[src/hdl/rba_pkg.sv]
// Shared types and constants for the region bump allocator.
package rba_pkg;

  localparam int MODE_W   = 3;
  localparam int ID_W     = 4;
  localparam int OFFSET_W = 23;
  localparam int ALIGN_W  = 4;
  localparam int STATUS_W = 2;

  // region count follows the width of the region id field
  localparam int REGION_COUNT = 16;

  localparam logic [OFFSET_W-1:0] LIMIT_RESET = OFFSET_W'(4194304);

  typedef enum logic [MODE_W-1:0] {
    MODE_ALLOC   = 3'd0,
    MODE_GRAB    = 3'd1,
    MODE_RELEASE = 3'd2,
    MODE_CLEAR   = 3'd3,
    MODE_USAGE   = 3'd4
  } mode_e;

  typedef enum logic [STATUS_W-1:0] {
    ST_OK        = 2'd0,
    ST_BAD_ID    = 2'd1,
    ST_NO_SPACE  = 2'd2,
    ST_NO_REGION = 2'd3
  } status_e;

  typedef struct packed {
    logic [MODE_W-1:0]   mode;
    logic [ID_W-1:0]     region_id;
    logic [OFFSET_W-1:0] request_bytes;
    logic [ALIGN_W-1:0]  align_log2;
  } req_t;

  typedef struct packed {
    logic [STATUS_W-1:0] status;
    logic [OFFSET_W-1:0] result_offset;
    logic [ID_W-1:0]     granted_region;
  } res_t;

endpackage

[src/hdl/rba_free_find.sv]
// Lowest free non-reserved region finder.
module rba_free_find #(
  parameter int REGION_COUNT     = 16,
  parameter int RESERVED_REGIONS = 5,
  localparam int IdxW            = $clog2(REGION_COUNT)
) (
  input  logic [REGION_COUNT-1:0] busy_i,
  output logic                    found_o,
  output logic [IdxW-1:0]         idx_o
);

  always_comb begin
    found_o = 1'b0;
    idx_o   = '0;
    // scan downward so the lowest free region wins
    for (int i = REGION_COUNT - 1; i >= 0; i--) begin
      if (!busy_i[i] && i >= RESERVED_REGIONS) begin
        found_o = 1'b1;
        idx_o   = IdxW'(i);
      end
    end
  end

endmodule

[src/hdl/region_bump_allocator_top.sv]
// Region bump allocator: per-region fill offsets and in-use flags, five request modes.
//
// A request is taken when start is high and busy is low; busy is high only in the
// first cycle after reset, so one request can be taken every cycle. The request is
// registered at the accepting edge, then the align-add, limit compare and region
// update run in the following cycle, and the result is registered at the next edge;
// res_valid_o pulses for one cycle. Results come out in request order and cannot be
// held off by the receiver, so they must be taken when strobed. A request sees every
// state change made by the requests before it. region_limit is written through
// cfg_we_i/cfg_wdata_i only while no request is in flight: a user rule, not enforced.
module region_bump_allocator_top
  import rba_pkg::*;
#(
  parameter int RESERVED_REGIONS = 5
) (
  input  logic                clk_i,
  input  logic                rst_ni,
  input  logic                start,
  output logic                busy,
  input  req_t                req_i,
  output logic                res_valid_o,
  output res_t                res_o,
  input  logic                cfg_we_i,
  input  logic [OFFSET_W-1:0] cfg_wdata_i
);

  localparam int IdxW = $clog2(REGION_COUNT);
  localparam int SumW = OFFSET_W + 2;

  logic                   busy_q;
  logic                   in_valid_q;
  req_t                   req_q;
  logic [OFFSET_W-1:0]    limit_q;
  logic [OFFSET_W-1:0]    fill_q [REGION_COUNT];
  logic [REGION_COUNT-1:0] used_q;
  logic                   res_valid_q;
  res_t                   res_q;
  res_t                   res_d;

  logic                   id_valid;
  logic                   id_reserved;
  logic [IdxW-1:0]        id_idx;
  logic [OFFSET_W-1:0]    fill_rd;
  logic [SumW-1:0]        align_mask;
  logic [SumW-1:0]        start_ofs;
  logic [SumW-1:0]        end_ofs;
  logic                   no_space;

  logic                   free_found;
  logic [IdxW-1:0]        free_idx;

  logic                   wr_en;
  logic [IdxW-1:0]        wr_idx;
  logic [OFFSET_W-1:0]    wr_val;
  logic                   used_set;
  logic                   used_clr;

  assign busy        = busy_q;
  assign res_valid_o = res_valid_q;
  assign res_o       = res_q;

  rba_free_find #(
    .REGION_COUNT    (REGION_COUNT),
    .RESERVED_REGIONS(RESERVED_REGIONS)
  ) u_free_find (
    .busy_i (used_q),
    .found_o(free_found),
    .idx_o  (free_idx)
  );

  assign id_valid    = int'(req_q.region_id) < REGION_COUNT;
  assign id_reserved = int'(req_q.region_id) < RESERVED_REGIONS;
  assign id_idx      = IdxW'(req_q.region_id);
  assign fill_rd     = fill_q[id_idx];

  assign align_mask = (SumW'(1) << req_q.align_log2) - SumW'(1);
  assign start_ofs  = (SumW'(fill_rd) + align_mask) & ~align_mask;
  assign end_ofs    = start_ofs + SumW'(req_q.request_bytes);
  assign no_space   = end_ofs > SumW'(limit_q);

  always_comb begin
    res_d    = '{status: ST_BAD_ID, result_offset: '0, granted_region: '0};
    wr_en    = 1'b0;
    wr_idx   = id_idx;
    wr_val   = '0;
    used_set = 1'b0;
    used_clr = 1'b0;
    case (req_q.mode)
      MODE_ALLOC: begin
        if (id_valid) begin
          if (no_space) begin
            res_d.status = ST_NO_SPACE;
          end else begin
            res_d.status        = ST_OK;
            res_d.result_offset = OFFSET_W'(start_ofs);
            wr_en               = 1'b1;
            wr_val              = OFFSET_W'(end_ofs);
          end
        end
      end
      MODE_GRAB: begin
        if (free_found) begin
          res_d.status         = ST_OK;
          res_d.granted_region = ID_W'(free_idx);
          wr_en                = 1'b1;
          wr_idx               = free_idx;
          used_set             = 1'b1;
        end else begin
          res_d.status = ST_NO_REGION;
        end
      end
      MODE_RELEASE: begin
        if (id_valid && !id_reserved) begin
          res_d.status = ST_OK;
          wr_en        = 1'b1;
          used_clr     = 1'b1;
        end
      end
      MODE_CLEAR: begin
        if (id_valid) begin
          res_d.status = ST_OK;
          wr_en        = 1'b1;
        end
      end
      MODE_USAGE: begin
        if (id_valid) begin
          res_d.status        = ST_OK;
          res_d.result_offset = fill_rd;
        end
      end
      default: begin
        res_d.status = ST_BAD_ID;
      end
    endcase
  end

  // control, region state and configuration
  always_ff @(posedge clk_i or negedge rst_ni) begin
    if (!rst_ni) begin
      busy_q      <= 1'b1;
      in_valid_q  <= 1'b0;
      res_valid_q <= 1'b0;
      limit_q     <= LIMIT_RESET;
      for (int i = 0; i < REGION_COUNT; i++) begin
        fill_q[i] <= '0;
        used_q[i] <= (i < RESERVED_REGIONS);
      end
    end else begin
      busy_q      <= 1'b0;
      in_valid_q  <= start && !busy_q;
      res_valid_q <= in_valid_q;
      if (cfg_we_i) begin
        limit_q <= cfg_wdata_i;
      end
      if (in_valid_q) begin
        if (wr_en) begin
          fill_q[wr_idx] <= wr_val;
        end
        if (used_set) begin
          used_q[wr_idx] <= 1'b1;
        end else if (used_clr) begin
          used_q[wr_idx] <= 1'b0;
        end
      end
    end
  end

  // payload registers
  always_ff @(posedge clk_i) begin
    if (start && !busy_q) begin
      req_q <= req_i;
    end
    if (in_valid_q) begin
      res_q <= res_d;
    end
  end

endmodule

[config.mk]
export PLATFORM = sky130hd
export DESIGN_NAME = region_bump_allocator_top
export DESIGN_NICKNAME = d
export VERILOG_FILES = /design/src/hdl/rba_pkg.sv /design/src/hdl/rba_free_find.sv /design/src/hdl/region_bump_allocator_top.sv
export SDC_FILE = /design/constraint.sdc
export NUM_CORES = 1
export LEC_CHECK = 0
export BUFFER_PORTS_ARGS = -buffer_cell sky130_fd_sc_hd__buf_4
export CAP_MARGIN = 20
export CORE_UTILIZATION = 58
export CTS_BUF_LIST = sky130_fd_sc_hd__clkbuf_8
export CTS_CLUSTER_DIAMETER = 120
export DETAILED_ROUTE_END_ITERATION = 12
export GPL_TIMING_DRIVEN = 0
export PLACE_DENSITY = 0.76
export SYNTH_ARGS = -nofsm -noshare
export SYNTH_HDL_FRONTEND = slang
export SYNTH_SLANG_ARGS = --single-unit
[constraint.sdc]
create_clock -name clk_i -period 9 [get_ports clk_i]
set_input_delay 0.45 -clock clk_i [delete_from_list [all_inputs] [get_ports clk_i]]
set_output_delay 0.45 -clock clk_i [all_outputs]
set_load 0.05 [all_outputs]
==> run metrics <==
Mapped Area 24690 um^2; via count 17780; fin crit share 102.5%; die area 43400 um^2; initial antenna violation count 0; area taken by multi-input logic gates 13210 um^2; worst slew pin tran 0.9800 ns; Max VDD drop 0.00008955 V; TritonCTS clock tree built; Area Growth Syn to Fin 26.95%; Setup crit end kind flop; placer congestion estimate 0.9678; Worst Hold End limit_q[2]; final layout net count 2354; Crit Reg-Reg Startpoint id_idx[0]; Die Ht 208.3 um; failing checks setup timing; depth of the worst hold-timing path 3; max-cap violations 0; CP dominant cell by count buf_4; root buffer cell clkbuf_8; Placement Setup Slack -3.705 ns; Worst slew margin 34.67%; min-delay src cfg_wdata_i[2]; xor/xnor share of the synthesized area 1.687%; post-DP HPWL 45950 um; compound-gate portion of the synthesized area 7.895%; R2R Setup Slk -0.23 ns; Sink Count 468; min Tclk post-route 9.227 ns; Tot Pwr 4.735 mW; number of flops mapped to enable cells by yosys 63; mux contribution to synthesized area 27.86%; latest clock arrival within the worst-skew pair 0.68 ns; Setup Viol. Count Final 354; Worst Path Max Fanout 8; first-pass iteration count of the detailed router 7; setup_tns -46.93 ns; vias in the first global route 18100; Netlist cell types 85; filler cell count 2473; first-pass GRT wire length 103200 um; Remaining Overflow, GRT 0; part of the Yosys area used for sequential elements 48.72%; worst reg2reg path depth 39; fin util 74.73%; RSZ-0062 raised after global routing yes; Largest stage delay, worst path 0.57 ns; final setup margin -0.2270 ns; most frequent cells in the layout dfrtp_1 (403), mux2_2 (207), buf_4 (170), mux2_4 (155), nand2_1 (113); leakage power 14.80 nW; Hold Path Class in2reg; Clock transition at path regs 0.06 ns; Max Freq 0.1084 GHz; FFs w/ async S/R, synth 86.54%; outcome complete, but fails checks; DRC viols 0; Critical R2R Capture fill_q[342]; Iteration-0 DRC Markers 1327; Yosys reg bits 468; final hold vios 0; Total GRT Usage 31.21%; core outline area 41950 um^2; Worst EP required 9.54 ns; Synth Warn # 0; Primary FF master, synth dfrtp_1; commonest non-fill, non-tap cell in the layout dfrtp_1; largest net degree at the start of global routing 121; Syn Area/Cell 13.11 um^2; FP Rows 75; Clock Skew 0.04458 ns; Max Root-Sink Buffers 3; I/O pin count 92; Power Dens Cells 151.0 nW/um^2; H-tree levels 3; WP buf/inv 9; Setup CP Type reg2reg; port bufs 90; Initial Util 58.87%; Syn Inst Count 1883; Arrival @ worst endpoint 9.76 ns; Synth Area in Simple Gates 6.765%; CP top delay family simple AND/OR/NAND/NOR gates; main combinational cell family by area after synthesis multiplexers; Sequential Area 12030 um^2; die width 208.3 um; CTS Buf Count 77; crit path launch type flop; Adder-Cell Fraction of Synth Area 3.770%; WL/cell 25.78 um; antenna-violating nets left 0; layout cell share with drive strength beyond 1 44.73%; Slew Limit Fails 0; final wirelength 72840 um; Via density 6.294; hold_ws 0.03682 ns; slowest cell on the critical path mux4_2
==> per-layer routing <==
layer	GRT usage, %	up-vias	routed length (um)
met5	0	-	0
met4	14.05	0	3355
met3	5.872	215	5166
met2	50.43	786	35530
met1	41.23	9107	28790
li1	-	7673	-
==> tightest hold or removal path, stage by stage <==
cell and delay, ns:
buf_4 0.08, nand2_1 0.05, o21ai_0 0.06
==> sequential cells by signal, indices dropped and copies added (netlist names), named ones only <==
register	flops
res_valid_o	1
in_valid_q	1
fill_q	368
req_q	30
limit_q	23
busy	1
res_o	29
id_idx	4
==> worst max-delay path by stage <==
stage	endpoint	depth (start not counted)	slack, ns	startpoint
final	fill_q[342]	39	-0.23	id_idx[0]
after global routing	fill_q[337]	45	-0.43	id_idx[0]
after CTS	fill_q[141]	42	-0.04	id_idx[0]
after detailed placement	fill_q[172]	37	-3.71	id_idx[1]
after global placement	fill_q[142]	37	-3.61	id_idx[1]
after floorplan	fill_q[347]	41	0.02	id_idx[0]
==> cell families after synthesis <==
kind of cell,after synthesis
DFF,468
xor gates and xnor gates,46
buffers and inverters,178
AOI/OAI and AO/OA,286
muxes,496
adders and majority gates,75
other,1
and+or+nand+nor,333
==> synthesized netlist by cell type, types with 9 or more instances <==
library cell  number  area (um^2)
dfrtp_1          403        10080
mux2_2           247         2781
nand2_1          116        435.4
mux4_2           110         2477
mux2_1           104         1171
a21oi_1           76        380.4
clkbuf_1          75        281.5
nor2_1            69        259.0
o21ai_0           67        335.3
edfxtp_1          63         1892
ha_1              63        788.3
inv_1             54        202.7
xnor2_1           32        280.3
buf_2             25        125.1
mux2_4            20        300.3
a21o_1            18        135.1
nor3_1            18        90.09
nand3_1           17        85.08
nor2b_1           17        106.4
o211a_1           16        160.2
mux2i_1           15        150.1
o21a_1            15        112.6
buf_6             13        146.4
xor2_1            13        113.9
nand4_1           12        75.07
or3b_2            12        105.1
a211o_1           11        96.34
and2_1            11        68.82
nand2b_1           9        56.30
==> per-stage QoR <==
step / area [um^2] / cells
2_1_floorplan: 24720 / 1888
3_3_place_gp: 26070 / 2517
3_5_place_dp: 26210 / 2522
4_1_cts: 29800 / 2771
5_1_grt: 31350 / 2824
6_report: 31350 / 2825
==> power breakdown <==
group	leakage (nW)	switching, mW	total (mW)	internal, mW
registers	6.21	0.0312	2.23	2.20
clock network	0.877	0.873	1.85	0.978
logic	7.71	0.376	0.654	0.278
==> what timing repair did <==
item | 4_1_cts | 5_1_grt
buffers inserted | 58 | 39
resized for setup | 249 | 283
gates cloned | 3 | 15
hold endpoints to repair | 171 | 0
endpoints found under the setup margin | 392 | 392
hold buffers | 55 | 0
pin swaps | 48 | 41
==> final cells by class <==
cell class / count / area share [%]
Timing Repair Buffer: 265 / 8.350
Clock inverter: 41 / 0.6546
Multi-Input combinational cell: 1242 / 42.13
Buffer: 120 / 3.512
Sequential cell: 468 / 38.37
Inverter: 54 / 0.6466
Clock buffer: 95 / 4.171
Antenna cell: 1 / 0.007983
Tap cell: 539 / 2.151
Note: power is estimated with default switching activity, not from simulation.
